===== src/rtl/core/wavh_pkg.sv =====
// Shared types, constants and header tables for the WAV header checker.
// No dependencies.
`timescale 1ns / 1ps

package wavh_pkg;

  localparam logic [5:0] HEADER_BYTES = 6'd44;
  localparam logic [5:0] LAST_OFF     = HEADER_BYTES - 6'd1;
  localparam int unsigned FIELD_WORDS = 9;

  localparam logic [31:0] FMT_SIZE_PCM  = 32'd16;
  localparam logic [15:0] FORMAT_PCM    = 16'd1;
  localparam logic [31:0] RIFF_SIZE_ADJ = 32'd8;

  // configuration reset values
  localparam logic [3:0]  RST_CHANNELS    = 4'd2;
  localparam logic [31:0] RST_SAMPLE_RATE = 32'd44100;
  localparam logic [31:0] RST_BYTE_RATE   = 32'd44100 * 32'd2 * 32'd2;
  localparam logic [15:0] RST_BLOCK_ALIGN = 16'd4;
  localparam logic [15:0] RST_BITS        = 16'd16;
  localparam logic [31:0] RST_MIN_DATA    = 32'd16384;

  typedef enum logic [2:0] {
    CFG_CHANNELS    = 3'd0,
    CFG_SAMPLE_RATE = 3'd1,
    CFG_BYTE_RATE   = 3'd2,
    CFG_BLOCK_ALIGN = 3'd3,
    CFG_BITS        = 3'd4,
    CFG_MIN_DATA    = 3'd5
  } cfg_idx_e;

  typedef enum logic [2:0] {
    ST_OK          = 3'd0,
    ST_RIFF_TAG    = 3'd1,
    ST_WAVE_TAG    = 3'd2,
    ST_DATA_TAG    = 3'd3,
    ST_FMT_SIZE    = 3'd4,
    ST_COMPRESSION = 3'd5,
    ST_CHANNELS    = 3'd6,
    ST_FORMAT      = 3'd7
  } status_e;

  typedef struct packed {
    logic [3:0]  channels;
    logic [31:0] sample_rate;
    logic [31:0] byte_rate;
    logic [15:0] block_align;
    logic [15:0] bits;
    logic [31:0] min_data;
  } cfg_t;

  // parser to checker
  typedef struct packed {
    logic       last;
    logic [2:0] tag_fail;   // bit 0 RIFF, bit 1 WAVEfmt, bit 2 data
  } parse_ctl_t;

  typedef struct packed {
    logic       hit;
    logic [3:0] slot;
    logic [1:0] lane;
  } slot_t;

  typedef logic [FIELD_WORDS-1:0][31:0] words_t;

  // tag group per offset, 0 when the offset carries no tag byte
  function automatic logic [1:0] tag_group(input logic [5:0] off);
    logic [1:0] g;
    g = 2'd0;
    if (off <= 6'd3) g = 2'd1;
    else if (off >= 6'd8 && off <= 6'd15) g = 2'd2;
    else if (off >= 6'd36 && off <= 6'd39) g = 2'd3;
    return g;
  endfunction

  function automatic logic [7:0] tag_char(input logic [5:0] off);
    logic [7:0] c;
    unique case (off)
      6'd0:    c = 8'h52; // R
      6'd1:    c = 8'h49; // I
      6'd2:    c = 8'h46; // F
      6'd3:    c = 8'h46; // F
      6'd8:    c = 8'h57; // W
      6'd9:    c = 8'h41; // A
      6'd10:   c = 8'h56; // V
      6'd11:   c = 8'h45; // E
      6'd12:   c = 8'h66; // f
      6'd13:   c = 8'h6d; // m
      6'd14:   c = 8'h74; // t
      6'd15:   c = 8'h20; // space
      6'd36:   c = 8'h64; // d
      6'd37:   c = 8'h61; // a
      6'd38:   c = 8'h74; // t
      6'd39:   c = 8'h61; // a
      default: c = 8'h00;
    endcase
    return c;
  endfunction

  // field word and byte lane per offset
  function automatic slot_t slot_map(input logic [5:0] off);
    slot_t s;
    s = '{hit: 1'b0, slot: 4'd0, lane: 2'd0};
    unique case (off)
      6'd4, 6'd5, 6'd6, 6'd7:     s = '{hit: 1'b1, slot: 4'd0, lane: off[1:0]};
      6'd16, 6'd17, 6'd18, 6'd19: s = '{hit: 1'b1, slot: 4'd1, lane: off[1:0]};
      6'd20, 6'd21:               s = '{hit: 1'b1, slot: 4'd2, lane: {1'b0, off[0]}};
      6'd22, 6'd23:               s = '{hit: 1'b1, slot: 4'd3, lane: {1'b0, off[0]}};
      6'd24, 6'd25, 6'd26, 6'd27: s = '{hit: 1'b1, slot: 4'd4, lane: off[1:0]};
      6'd28, 6'd29, 6'd30, 6'd31: s = '{hit: 1'b1, slot: 4'd5, lane: off[1:0]};
      6'd32, 6'd33:               s = '{hit: 1'b1, slot: 4'd6, lane: {1'b0, off[0]}};
      6'd34, 6'd35:               s = '{hit: 1'b1, slot: 4'd7, lane: {1'b0, off[0]}};
      6'd40, 6'd41, 6'd42, 6'd43: s = '{hit: 1'b1, slot: 4'd8, lane: off[1:0]};
      default:                    s = '{hit: 1'b0, slot: 4'd0, lane: 2'd0};
    endcase
    return s;
  endfunction

endpackage


===== src/rtl/core/wavh_check.sv =====
// Status selection in check order and the result register.
// Depends on wavh_pkg.
`timescale 1ns / 1ps

module wavh_check
  import wavh_pkg::*;
(
  input  logic        clk_i,
  input  logic        load_i,
  input  parse_ctl_t  ctl_i,
  input  words_t      words_i,
  input  cfg_t        cfg_i,
  output logic [2:0]  status_o,
  output logic [31:0] file_size_o,
  output logic [31:0] fmt_size_o,
  output logic [15:0] format_tag_o,
  output logic [15:0] channel_count_o,
  output logic [31:0] sample_rate_o,
  output logic [31:0] byte_rate_o,
  output logic [15:0] block_align_o,
  output logic [15:0] bits_per_sample_o,
  output logic [31:0] data_size_o
);

  status_e     status_d, status_q;
  logic [31:0] riff, fmt, rate, brate, dsize;
  logic [15:0] fmtag, chans, balign, bits;
  logic [31:0] file_size_q, fmt_size_q, rate_q, brate_q, dsize_q;
  logic [15:0] fmtag_q, chans_q, balign_q, bits_q;

  assign riff   = words_i[0];
  assign fmt    = words_i[1];
  assign fmtag  = words_i[2][15:0];
  assign chans  = words_i[3][15:0];
  assign rate   = words_i[4];
  assign brate  = words_i[5];
  assign balign = words_i[6][15:0];
  assign bits   = words_i[7][15:0];
  assign dsize  = words_i[8];

  always_comb begin
    priority if (ctl_i.tag_fail[0]) status_d = ST_RIFF_TAG;
    else if (ctl_i.tag_fail[1])     status_d = ST_WAVE_TAG;
    else if (ctl_i.tag_fail[2])     status_d = ST_DATA_TAG;
    else if (fmt != FMT_SIZE_PCM)   status_d = ST_FMT_SIZE;
    else if (fmtag != FORMAT_PCM)   status_d = ST_COMPRESSION;
    else if (chans != {12'd0, cfg_i.channels}) status_d = ST_CHANNELS;
    else if (rate != cfg_i.sample_rate || balign != cfg_i.block_align ||
             bits != cfg_i.bits || brate != cfg_i.byte_rate ||
             dsize < cfg_i.min_data) status_d = ST_FORMAT;
    else status_d = ST_OK;
  end

  always_ff @(posedge clk_i) begin
    if (load_i) begin
      status_q    <= status_d;
      file_size_q <= riff + RIFF_SIZE_ADJ;
      fmt_size_q  <= fmt;
      fmtag_q     <= fmtag;
      chans_q     <= chans;
      rate_q      <= rate;
      brate_q     <= brate;
      balign_q    <= balign;
      bits_q      <= bits;
      dsize_q     <= dsize;
    end
  end

  assign status_o          = status_q;
  assign file_size_o       = file_size_q;
  assign fmt_size_o        = fmt_size_q;
  assign format_tag_o      = fmtag_q;
  assign channel_count_o   = chans_q;
  assign sample_rate_o     = rate_q;
  assign byte_rate_o       = brate_q;
  assign block_align_o     = balign_q;
  assign bits_per_sample_o = bits_q;
  assign data_size_o       = dsize_q;

endmodule


===== config.mk =====
export PLATFORM = sky130hd
export DESIGN_NAME = wavh_check
export DESIGN_NICKNAME = d
export VERILOG_FILES = /design/src/rtl/core/wavh_pkg.sv /design/src/rtl/core/wavh_check.sv
export SDC_FILE = /design/constraint.sdc
export NUM_CORES = 1
export LEC_CHECK = 0
export BUFFER_PORTS_ARGS = -buffer_cell sky130_fd_sc_hd__buf_4
export CORE_AREA = 3 3 250 252
export DETAILED_ROUTE_END_ITERATION = 7
export DIE_AREA = 0 0 253 255
export HOLD_SLACK_MARGIN = 0.12
export PLACE_DENSITY_LB_ADDON = 0.05
export SYNTH_ARGS = -nofsm -noshare
export SYNTH_HDL_FRONTEND = slang
export SYNTH_SLANG_ARGS = --single-unit

===== constraint.sdc =====
create_clock -name clk_i -period 2.78 [get_ports clk_i]
set_input_delay 0.278 -clock clk_i [delete_from_list [all_inputs] [get_ports clk_i]]
set_output_delay 0.278 -clock clk_i [all_outputs]
set_load 0.02 [all_outputs]

==> flow_results.org, run 1 <==
** Place
- In this run the tool buffered the top-level ports with between 500 and 600 buffer cells.
- GPL Wtd Cong :: a little under 0.8
- Post-DP HPWL :: 33.7 mm
- Placed instance count :: 1958
- Before CTS, the worst setup slack after placement is -0.372 ns.

** Drt
- In the routed design, unresolved DRC markers number 0.
- Total length of routed wires :: 42.0 mm
- Via count of the routed design :: 8173
- The detail route stage leaves a number of antenna-violating nets equal to 0.
- Average via count per standard cell :: 3.63
- Wire length per cell :: 18.6 µm
- The first detailed-routing pass took 4 iterations.
- The detailed router finished its first iteration with 191 violations.

** Floorplanning
- Row generation in the floorplan step produced 90 rows.
- Initial core utilization :: ~16%
- Placeable core region :: slightly above 60000 µm²
- From left edge to right edge, the die measures 253 µm.
- Die footprint :: 64500 µm²
- From bottom edge to top edge, the die measures 255 µm.
- approximately 650 I/O pins were placed.

** Final layout
- Fillcell total :: 6208
- At the end of the flow, the number of nets in the layout was roughly 1.9k.
- Once layout is complete, the cells apart from fillers number 2252.
- Proportion of layout cells with a drive suffix above 1 :: between 40% and 50%
- Across the whole layout, storage elements account for approximately 6800 µm².
- The multi-input combinational cells in the finished layout cover a total of 2470 µm².
- Synthesis-to-layout area growth :: 94.3%

** Synthesis
- Area of the mapped netlist :: 9420 µm²
- Syn avg cell area :: 16.3 µm²
- Proportion of netlist area held by the largest area contributor :: 72.4%
- EDFF count, synth :: 227
- Synth area leader :: edfxtp_1
- Async SR Flop Fraction :: 0%
- Top cells by count, synth :: edfxtp_1 (227), xor2_1 (77), xnor2_1 (50)
- Yosys printed 0 warnings.
- In this run, synthesis produced a sequential element count of 227.
- Top cells by area in the synthesized netlist :: edfxtp_1 (72%), xor2_1 (7.2%), xnor2_1 (4.7%), ha_1 (4.3%), nor4_1 (2.2%)
- When the netlist entered floorplanning its net count stood at 1035.
- Number of unique standard cell types used by synthesis :: 39
- Synth Instances :: ~580
- Share of synthesized area occupied by flip-flops and latches :: 72.4%
- Most repeated cell in the gate-level netlist after synthesis :: edfxtp_1
- Among all flip-flop cells after synthesis, the most frequent one is edfxtp_1.

** Global routing
- The first global-routing pass estimated around 58 mm of wire.
- Global routing used about an eighth of the available tracks across all layers.
- Global routing finished with a remaining overflow of 0.
- The number of global-route vias before repair is 8990.
- Entering global routing, the biggest net connects 65 pins.
- Initial antenna violation count :: 3

** Run
- Max-cap violations in this run came to 0.

** Power
- Sequential Power Share :: 41.9%
- Pwr dens :: 540 nW/µm²
- Net switching share of the total power :: 26.1%
- For this design the total switching power over the nets is 2.58 mW.
- The internal portion of the total power is 7.30 mW.
- IR analysis of the VDD net gives a maximum drop of 0.493 mV.
- Of the total power, the clock network draws 38.1%.
- The share of total power dissipated in combinational logic is about 20%.
- The analysis attributes to cell leakage a power of 7.67 nW.

** Setup path
- WP data required :: 3.11 ns
- Of all nets on the critical path, the largest fanout is 5.
- STA classifies the critical path startpoint as a primary input.
- Kind of end point of the critical path :: flop
- Critical Path AT :: 3.00 ns
- Critical Setup Path Class :: primary input to flop

** Timing
- Part of the cycle the worst path needs :: 96.1%
- Highest clock rate :: 0.374 GHz
- Final worst hold slack :: 0.183 ns
- Setup WS post-layout :: 0.108 ns
- The worst path in the final design needs a cycle of roughly 2.7 ns, including I/O delays and setup.
- Max-slew violation count :: 0
- Setup violations remaining at the end of the flow were counted as 0.
- Setup repair after global routing missed its margin :: false
- The number of hold violations in the final report came to 0.
- In this run the tightest slew margin relative to its limit is 57.4%.
- At the pin with the least slew margin, the transition time is between 0.6 and 0.7 ns.

** Outcome
- Status :: complete, no violations

** Clock tree
- In this run the clock root is driven by a clkbuf_16.
- TritonCTS built the clock tree.
- Cts bufs inserted :: 31
- Clock-pin slew on the worst setup and hold paths :: 0.05 ns
- Deepest clock path buffer count :: 3
- Number of H-tree branching levels :: 1
- CTS saw 227 sinks.

** Min path
- The min-delay analysis places its worst path in the category primary input to flop.
==> what timing repair did <==
action / in CTS / in global routing
gates resized for setup: 0 / 3
setup endpoints to repair: 0 / 4
hold buffers: 239 / 0
hold endpoints to repair: 227 / 0
buffers inserted: 0 / 0
==> final cells by class <==
type | count | area share, %
Tap cell | 782 | 5.35
Clock buffer | 41 | 4.45
Multi-Input combinational cell | 313 | 13.5
Timing Repair Buffer | 839 | 38.1
Clock inverter | 11 | 0.568
Antenna cell | 3 | 0.0410
Sequential cell | 227 | 37.3
Inverter | 36 | 0.739
==> through the flow <==
stage | util (%) | area (µm²) | power (mW) | TNS, ns
after floorplan | - | 9420 | 4.81 | 0
after global placement | 24.8 | 15000 | 5.96 | -0.571
final | 30.3 | 18300 | 9.89 | 0
after detailed placement | 24.8 | 15000 | 5.94 | -0.901
after global routing | 30.3 | 18300 | 10.4 | 0
after CTS | 30.3 | 18300 | 10.1 | 0
==> cell families (layout without fill, tap and decap cells) <==
logic type                 count (synthesis)  count (layout)  synth area share, %
other                                      0               3                    0
AOI/OAI and AO/OA                         32              32                 2.50
DFF                                      227             227                 72.4
buffers and inverters                     37             927                 1.49
and+or+nand+nor                          122             122                 7.55
xor gates and xnor gates                 127             127                 11.8
adders and majority gates                 32              32                 4.25
==> power groups by stage <==
| stage | Sequential, mW | Clock [mW] | Combinational [mW] |
|---|---|---|---|
| final | 4.14 | 3.77 | 1.97 |
| after global routing | 4.17 | 4.07 | 2.12 |
| after CTS | 4.15 | 3.97 | 2.02 |
| after detailed placement | 4.22 | 0 | 1.73 |
| after global placement | 4.21 | 0 | 1.74 |
| after floorplan | 4.57 | 0 | 0.233 |
==> sequential cells by signal, summed over array words and instances (netlist names) <==
name / flops
block_align_o: 16
status_o: 3
file_size_o: 32
data_size_o: 32
byte_rate_o: 32
bits_per_sample_o: 16
format_tag_o: 16
fmt_size_o: 32
sample_rate_o: 32
channel_count_o: 16
==> worst paths after layout <==
path       start                  end  slack [ns]  cells after the start
min       load_i  channel_count_o[13]        0.18                      1
max   words_i[6]      file_size_o[28]        0.11                      9
==> metal layers <==
layer	wire length (µm)	global-route usage (%)	vias up
li1	-	-	3938
met4	1460	4.10	0
met1	14600	12.4	3851
met3	3870	4.95	60
met5	0	0	-
met2	22100	22.8	324
==> critical path, stage by stage <==
cell and delay [ns]:
dlygate4sd3_1 0.56, buf_4 0.14, and4_1 0.23, and4_2 0.33
nand4_1 0.25, or3_1 0.45, nor2_1 0.13, xor2_1 0.07
dlygate4sd3_1 0.56
==> layout by cell type, fill, tap and decap left out, types with 4 or more instances in the layout <==
| master | instances |
|---|---|
| nand4_1 | 21 |
| clkinv_1 | 4 |
| clkinv_2 | 4 |
| nand2_1 | 16 |
| buf_4 | 594 |
| xor2_1 | 77 |
| ha_1 | 32 |
| nand3_1 | 14 |
| edfxtp_1 | 227 |
| buf_12 | 5 |
| nor4_1 | 31 |
| dlygate4sd3_1 | 239 |
| clkbuf_1 | 10 |
| and4_1 | 4 |
| inv_1 | 36 |
| clkbuf_16 | 31 |
| nor2_1 | 13 |
| xnor2_1 | 50 |
| a21oi_1 | 12 |
Note: power is estimated with default switching activity, not from simulation.
==> run 2, diff against run 1 <==
--- a/config.mk
+++ b/config.mk
@@ -7,10 +7,10 @@
 export LEC_CHECK = 0
 export BUFFER_PORTS_ARGS = -buffer_cell sky130_fd_sc_hd__buf_4
 export CORE_AREA = 3 3 250 252
+export CTS_BUF_LIST = sky130_fd_sc_hd__clkbuf_8
 export DETAILED_ROUTE_END_ITERATION = 7
 export DIE_AREA = 0 0 253 255
 export HOLD_SLACK_MARGIN = 0.12
-export PLACE_DENSITY_LB_ADDON = 0.05
 export SYNTH_ARGS = -nofsm -noshare
 export SYNTH_HDL_FRONTEND = slang
 export SYNTH_SLANG_ARGS = --single-unit
==> run 2 against run 1 <==
Net effect:
- clock-buffer cell count grew 2
- critical path type unchanged
- sequential cell count is the same
- first-iteration DRC count up 76%
- utilization is 0.062 points higher
- via count grew 4.4%
- setup slack improved by 0.012 ns
- sequential power hardly changed
- highest routed layer unchanged
- wire length decreased by 3.1%
- non-clock buffer count grew 13
- critical endpoint unchanged
- sequential share of layout area down 0.076 points
- combinational power hardly changed
- total power decreased by 3.3%
==> flow_results.org, run 2 (synthesis gave the netlist of run 1 again) <==
** Setup path
- Kind of end point of the critical path :: flop
- Largest fanout on the critical path :: 5 (unchanged)
- The data arrival time of the worst path is 2.98 ns (-0.02 ns).
- WP data required :: 3.10 ns (about the same)
- The worst setup path is launched from a primary input.
- The worst setup path is of the primary input to flop kind.

** Clock tree
- The clock-pin slew of the registers on the worst-case setup and hold paths was 0.05 ns (about the same).
- Number of clock sinks :: 227 (unchanged)
- The number of buffers between clock root and the deepest sink came to 3 (unchanged).
- Number of H-tree branching levels :: 2 (+1)
- CTS tree :: yes
- Root buffer cell :: clkbuf_8
- Cts bufs inserted :: 43 (+39%)

** Drt
- Remaining routing DRC violations :: 0 (unchanged)
- Detailed-routing iteration count for the pre-antenna-repair pass :: 4 (unchanged)
- Total length of routed wires :: 40.7 mm (-3.1%)
- The average routed wire per standard cell was 17.7 µm (-5.0%).
- The number of violations reported at the end of detailed-routing iteration 0 came to 337 (+76%).
- Average via count per standard cell :: 3.71 (+2.3%)
- Via count of the routed design :: 8532 (+4.4%)
- The remaining number of nets flagged by the antenna check after routing is 0 (unchanged).

** Timing
- Setup repair after global routing left no endpoint under its margin.
- The timing-limited maximum frequency is 0.376 GHz (+0.44%).
- Final TNS setup :: 0 ns (unchanged)
- Clock period minus final worst setup slack :: 2.66 ns (-0.0116 ns)
- The number of max-slew violations in the final report was 0 (unchanged).
- The final worst-path cycle share came to 95.7% (-0.42 points).
- The worst hold slack after final layout is 0.193 ns (+0.00960 ns).
- The relative slew slack was 53.0% (-4.5 points).
- Slew of the pin with the lowest slew margin :: 0.699 ns (+0.0607 ns)
- The count of final setup violators came to 0 (unchanged).
- The number of hold violations in the final report was 0 (unchanged).

** Floorplanning
- Overall die width :: 253 µm (unchanged)
- Initial core utilization :: 15.6% (unchanged)
- Row count :: 90 (unchanged)
- The number of primary I/O pins was 653 (unchanged).
- Placeable core region :: 60400 µm² (unchanged)
- Die footprint :: 64500 µm² (unchanged)
- The height of the die is 255 µm (unchanged).

** Power
- Share of power burned in the clock network :: 35.5% (-2.6 points)
- Leakage Power :: 7.74 nW (+0.99%)
- The maximum VDD drop was 0.389 mV (-21%).
- Internal cell power :: 7.02 mW (-3.9%)
- The sequential group share of total power was 43.6% (+1.7 points).
- Net switching share of the total power :: 26.6% (+0.45 points)
- The combinational power share is 20.9% (+0.9 points).
- The areal power density over the cells was 521 nW/µm² (-3.5%).
- Total power :: 9.56 mW (-3.3%)
- Switching Power :: 2.54 mW (-1.7%)

** Global routing
- Wire length of the first global-routing pass :: 55.5 mm (-4.5%)
- The number of antenna violations at the first check in global routing was 11 (+8).
- The total congestion overflow after global routing came to 0 (unchanged).
- Number of global-route vias before repair :: 9295 (+3.4%)
- The overall global routing resource usage came to 11.7% (-0.55 points).
- Pin count of the biggest net entering global routing :: 76 (+17%)

** Final layout
- Nets :: 1931 (+1.3%)
- The library cell used most frequently in the layout, excluding fill and tap cells, is buf_4.
- The end-of-flow core utilization was 30.4% (+0.062 points).
- Commonest cells after routing, fill and taps aside :: buf_4 (607), dlygate4sd3_1 (242), edfxtp_1 (227)
- The fraction of layout instances using a drive strength above 1 came to 45.1% (+0.81 points).
- The area growth from synthesis to layout is 94.7%.

** Place
- The number of buffer cells added on primary ports came to 587 (unchanged).
- The final estimated routing congestion in global placement is 0.828 (+7.0%).
- Post-DP HPWL :: 31.2 mm (-7.4%)

** Run
- The count of maximum capacitance violations is 0 (unchanged).

** Min path
- The min-delay analysis places its worst path in the category primary input to flop.

** Outcome
- Status :: complete, no violations
==> run 2: per-stage QoR <==
| stage | instances | setup WS [ns] | instance area (µm²) |
|---|---|---|---|
| after floorplan | 577 | 0.650 | 9420 |
| after global placement | 1967 | 0.111 | 15000 |
| after detailed placement | 1967 | -0.0485 | 15000 |
| after CTS | 2286 | 0.0579 | 18300 |
| after global routing | 2296 | 0.0204 | 18300 |
| final | 2297 | 0.120 | 18300 |
==> run 2: area by class of cell <==
type / instances / area (µm²)
tap: 782 / 978
timing repair buffer: 852 / 7030
antenna: 10 / 25.0
clock inverter: 34 / 279
clock buffer: 43 / 592
multi-input combinational: 313 / 2470
inverter: 36 / 135
fill: 6021 / 42000
sequential: 227 / 6820
==> run 2: worst max-delay path, cell delays in order <==
cell,delay [ns]
dlygate4sd3_1,0.54
buf_4,0.12
and4_1,0.27
and4_1,0.35
nand4_1,0.12
buf_4,0.18
or3_1,0.37
nor2_1,0.14
xor2_1,0.08
dlygate4sd3_1,0.55
==> run 2: path summary, 6_finish.rpt <==
path,from,to,slack [ns],cells after the start
setup / recovery,words_i[7],file_size_o[28],0.12,10
hold / removal,load_i,bits_per_sample_o[12],0.19,1
==> run 2: power groups by stage <==
| stage | clock (mW) | sequential, mW | combinational, mW |
|---|---|---|---|
| floorplan | 0 | 4.57 | 0.233 |
| CTS | 3.54 | 4.17 | 2.00 |
| global route | 3.69 | 4.19 | 2.12 |
| finish | 3.40 | 4.17 | 2.00 |
| global placement | 0 | 4.23 | 1.70 |
| detailed placement | 0 | 4.23 | 1.71 |
==> run 2: what timing repair did <==
action                                 CTS  global route
hold buffers                           242             0
setup buffers                            0             1
setup endpoints to repair                0             5
gates resized for setup                  0             2
endpoints found under the hold margin  227             0
==> run 2: routing by layer <==
metal | GRT usage [%] | vias up | share of wire, %
li1 | - | 4003 | -
met1 | 11.7 | 3969 | 35
met4 | 5.42 | 0 | 4.1
met3 | 5.45 | 93 | 12
met5 | 0 | - | 0
met2 | 20.6 | 467 | 49
==> run 3, diff against run 2 <==
--- a/config.mk
+++ b/config.mk
@@ -10,7 +10,9 @@
 export CTS_BUF_LIST = sky130_fd_sc_hd__clkbuf_8
 export DETAILED_ROUTE_END_ITERATION = 7
 export DIE_AREA = 0 0 253 255
+export GPL_TIMING_DRIVEN = 1
 export HOLD_SLACK_MARGIN = 0.12
+export PLACE_DENSITY = 0.48
 export SYNTH_ARGS = -nofsm -noshare
 export SYNTH_HDL_FRONTEND = slang
 export SYNTH_SLANG_ARGS = --single-unit
==> run 3 against run 2 <==
Net effect:
- sequential cell count unchanged
- die area unchanged
- utilization down 0.34 points
- final cell count fell by 1.2%
==> flow_results.org, run 3 (synthesis gave the netlist of run 1 again) <==
** Place
- Minimum setup slack after placement :: -0.0849 ns (-0.0363 ns)
- The final estimated routing congestion in global placement is 0.810 (-2.2%).
- The number of buffer cells added on primary ports was 587 (unchanged).
- Placed instance count :: 1956 (-0.56%)
- The half-perimeter wire length after placement came to 31.7 mm (+1.7%).

** Drt
- Detailed-routing iteration count for the pre-antenna-repair pass :: 4 (unchanged)
- Via count of the routed design :: 8365 (-2.0%)
- The average routed wire per standard cell came to 17.8 µm (+0.66%).
- The remaining number of nets flagged by the antenna check after routing is 0 (unchanged).
- The per-cell via count in the routed design is 3.69 (-0.79%).
- The final routed wirelength across all metal layers is 40.5 mm (-0.52%).
- The number of violations reported at the end of detailed-routing iteration 0 came to 275 (-18%).
- Remaining routing DRC violations :: 0 (unchanged)

** Final layout
- The end-of-flow core utilization is 30.0% (-0.34 points).
- Finished Layout Cells :: 2270 (-1.2%)
- Nets :: 1917 (-0.73%)
- Total area of sequential cells :: 6820 µm² (unchanged)
- The library cell used most frequently in the layout, excluding fill and tap cells, is buf_4.
- Synthesis-to-layout area growth :: 92.5%
- The fraction of layout instances using a drive strength above 1 was 44.5% (-0.57 points).
- The top cell types in the final layout, fill and taps aside, are buf_4 (595), dlygate4sd3_1 (239), edfxtp_1 (227).
- The total area of multi-input combinational cells was 2480 µm² (+0.25%).
- The fill cell total of the finished layout came to 6190 (+2.8%).

** Timing
- Max-slew violation count :: 0 (unchanged)
- Final count of hold timing violations :: 0 (unchanged)
- Final TNS setup :: 0 ns (unchanged)
- The relative slew slack came to 58.3% (+5.4 points).
- Setup repair after global routing left no endpoint under its margin.
- The slew at the pin with the worst max-slew slack came to 0.619 ns (-0.0798 ns).
- The final critical path time including I/O delays and setup was 2.66 ns (-0.00538 ns).
- Setup WS post-layout :: 0.125 ns (+0.00538 ns)
- The count of final setup violators was 0 (unchanged).
- The worst hold slack after final layout was 0.375 ns (+0.182 ns).
- Part of the cycle the worst path needs :: 95.5% (-0.19 points)
- The timing-limited maximum frequency is 0.377 GHz (+0.20%).

** Min path
- The startpoint identified for the worst hold timing path is cfg_i[130].
- Worst min-delay path class :: primary input to flop

** Global routing
- The maximum number of pins on one net before global-route repair came to 61 (-20%).
- Overflow after GRT :: 0 (unchanged)
- The overall global routing resource usage is 11.7% (+0.023 points).
- The first-pass GRT wire length came to 55.7 mm (+0.39%).
- Number of global-route vias before repair :: 9036 (-2.8%)
- The number of antenna violations at the first check in global routing is 4 (-7).

** Setup path
- Kind of end point of the critical path :: flop
- STA classifies the critical path startpoint as a primary input.
- The data arrival time of the worst path came to 2.98 ns (about the same).
- The highest fanout seen on the critical path was 5 (unchanged).
- The number of buffers and inverters on the critical path is 3 (-1).
- Broken down by cell family, the worst path's largest delay share belongs to buffers and inverters.
- Crit path cell chain :: dlygate4sd3_1, buf_4, ha_1, and3_1, and3_2, nand2_1, or3_4, nor3_2, xor2_1, dlygate4sd3_1
- Critical Path Most Common Cell :: dlygate4sd3_1
- Critical Path Start :: words_i[3]
- Slowest stage delay, CP :: 0.55 ns (about the same)
- WP data required :: 3.10 ns (about the same)
- Cell with the biggest individual delay on the critical path :: dlygate4sd3_1
- Critical Setup Path Class :: primary input to flop

** Floorplanning
- The effective utilization at floorplan came to 15.6% (unchanged).
- The number of core rows is 90 (unchanged).
- The height of the die is 255 µm (unchanged).
- The die outline width was 253 µm (unchanged).
- The number of primary I/O pins was 653 (unchanged).
- The area enclosed by the die boundary came to 64500 µm² (unchanged).
- Placeable core region :: 60400 µm² (unchanged)

** Clock tree
- Deepest clock path buffer count :: 3 (unchanged)
- The number of H-tree levels was 2 (unchanged).
- The number of sinks on the clock net is 227 (unchanged).
- The post-CTS setup buffer count is 0 (unchanged).
- The cell sitting at the root of the clock tree is a clkbuf_8.
- The clock-pin slew of the registers on the worst-case setup and hold paths is 0.06 ns (about the same).
- CTS tree :: yes
- Cts bufs inserted :: 44 (+2.3%)

** Outcome
- The flow ran to the end, and the final reports show no timing, DRC or antenna violations.

** Run
- The count of maximum capacitance violations came to 0 (unchanged).

** Power
- Maximum vdd drop :: 0.325 mV (-17%)
- The leakage power summed over all cells was 7.64 nW (-1.3%).
- The areal power density over the cells is 514 nW/µm² (-1.4%).
==> run 3: changes by cell type in the layout (fill, tap and decap cells not counted), sizes merged <==
cell / previous run / this run
dlygate4sd3: 242 / 239
clkinvlp: 3 / 1
clkbuf: 43 / 45
bufinv: 5 / 2
diode: 10 / 2
buf: 610 / 598
inv: 47 / 49
clkinv: 15 / 12
==> run 3: path summary, 6_finish.rpt <==
check | slack [ns] | cells past startpoint | end
worst max-delay path | 0.12 | 10 | file_size_o[31]
worst min-delay path | 0.37 | 5 | status_o[0]
==> run 3: stage by stage <==
| stage | power, mW | instance area (µm²) |
|---|---|---|
| after floorplan | 4.81 | 9420 |
| after global placement | 5.91 | 14900 |
| after detailed placement | 5.93 | 14900 |
| after CTS | 9.50 | 18100 |
| after global routing | 9.76 | 18100 |
| final | 9.32 | 18100 |
==> run 3: report_power, final <==
part | switching [mW] | total, mW | internal (mW)
registers | 0.0869 | 4.16 | 4.08
logic | 0.948 | 1.97 | 1.02
clock network | 1.50 | 3.19 | 1.68
==> run 3: per-layer routing <==
metal  vias up  track usage (%)  routed length [µm]
li1       3959                -                   -
met1      3952             12.4               14800
met2       377             21.5               21100
met3        75             3.79                3280
met4         2             4.53                1250
met5         -                0                  13
==> run 3: layout make-up <==
| class | count | area share (%) |
|---|---|---|
| Timing Repair Buffer | 837 | 38.1 |
| Sequential cell | 227 | 37.6 |
| Multi-Input combinational cell | 313 | 13.7 |
| Tap cell | 782 | 5.40 |
| Clock buffer | 45 | 3.42 |
| Clock inverter | 28 | 0.987 |
| Inverter | 36 | 0.746 |
| Antenna cell | 2 | 0.0276 |
==> run 3: timing repair <==
action                                  CTS  global route
hold buffers                            239             0
gates resized for setup                   0             3
endpoints found under the setup margin    0             2
hold endpoints to repair                279             0
==> run 3: worst min-delay path: stages <==
cell and delay, ns:
buf_4 0.08, xor2_1 0.17, nor4_1 0.09, o2111ai_1 0.10
nand3b_1 0.07
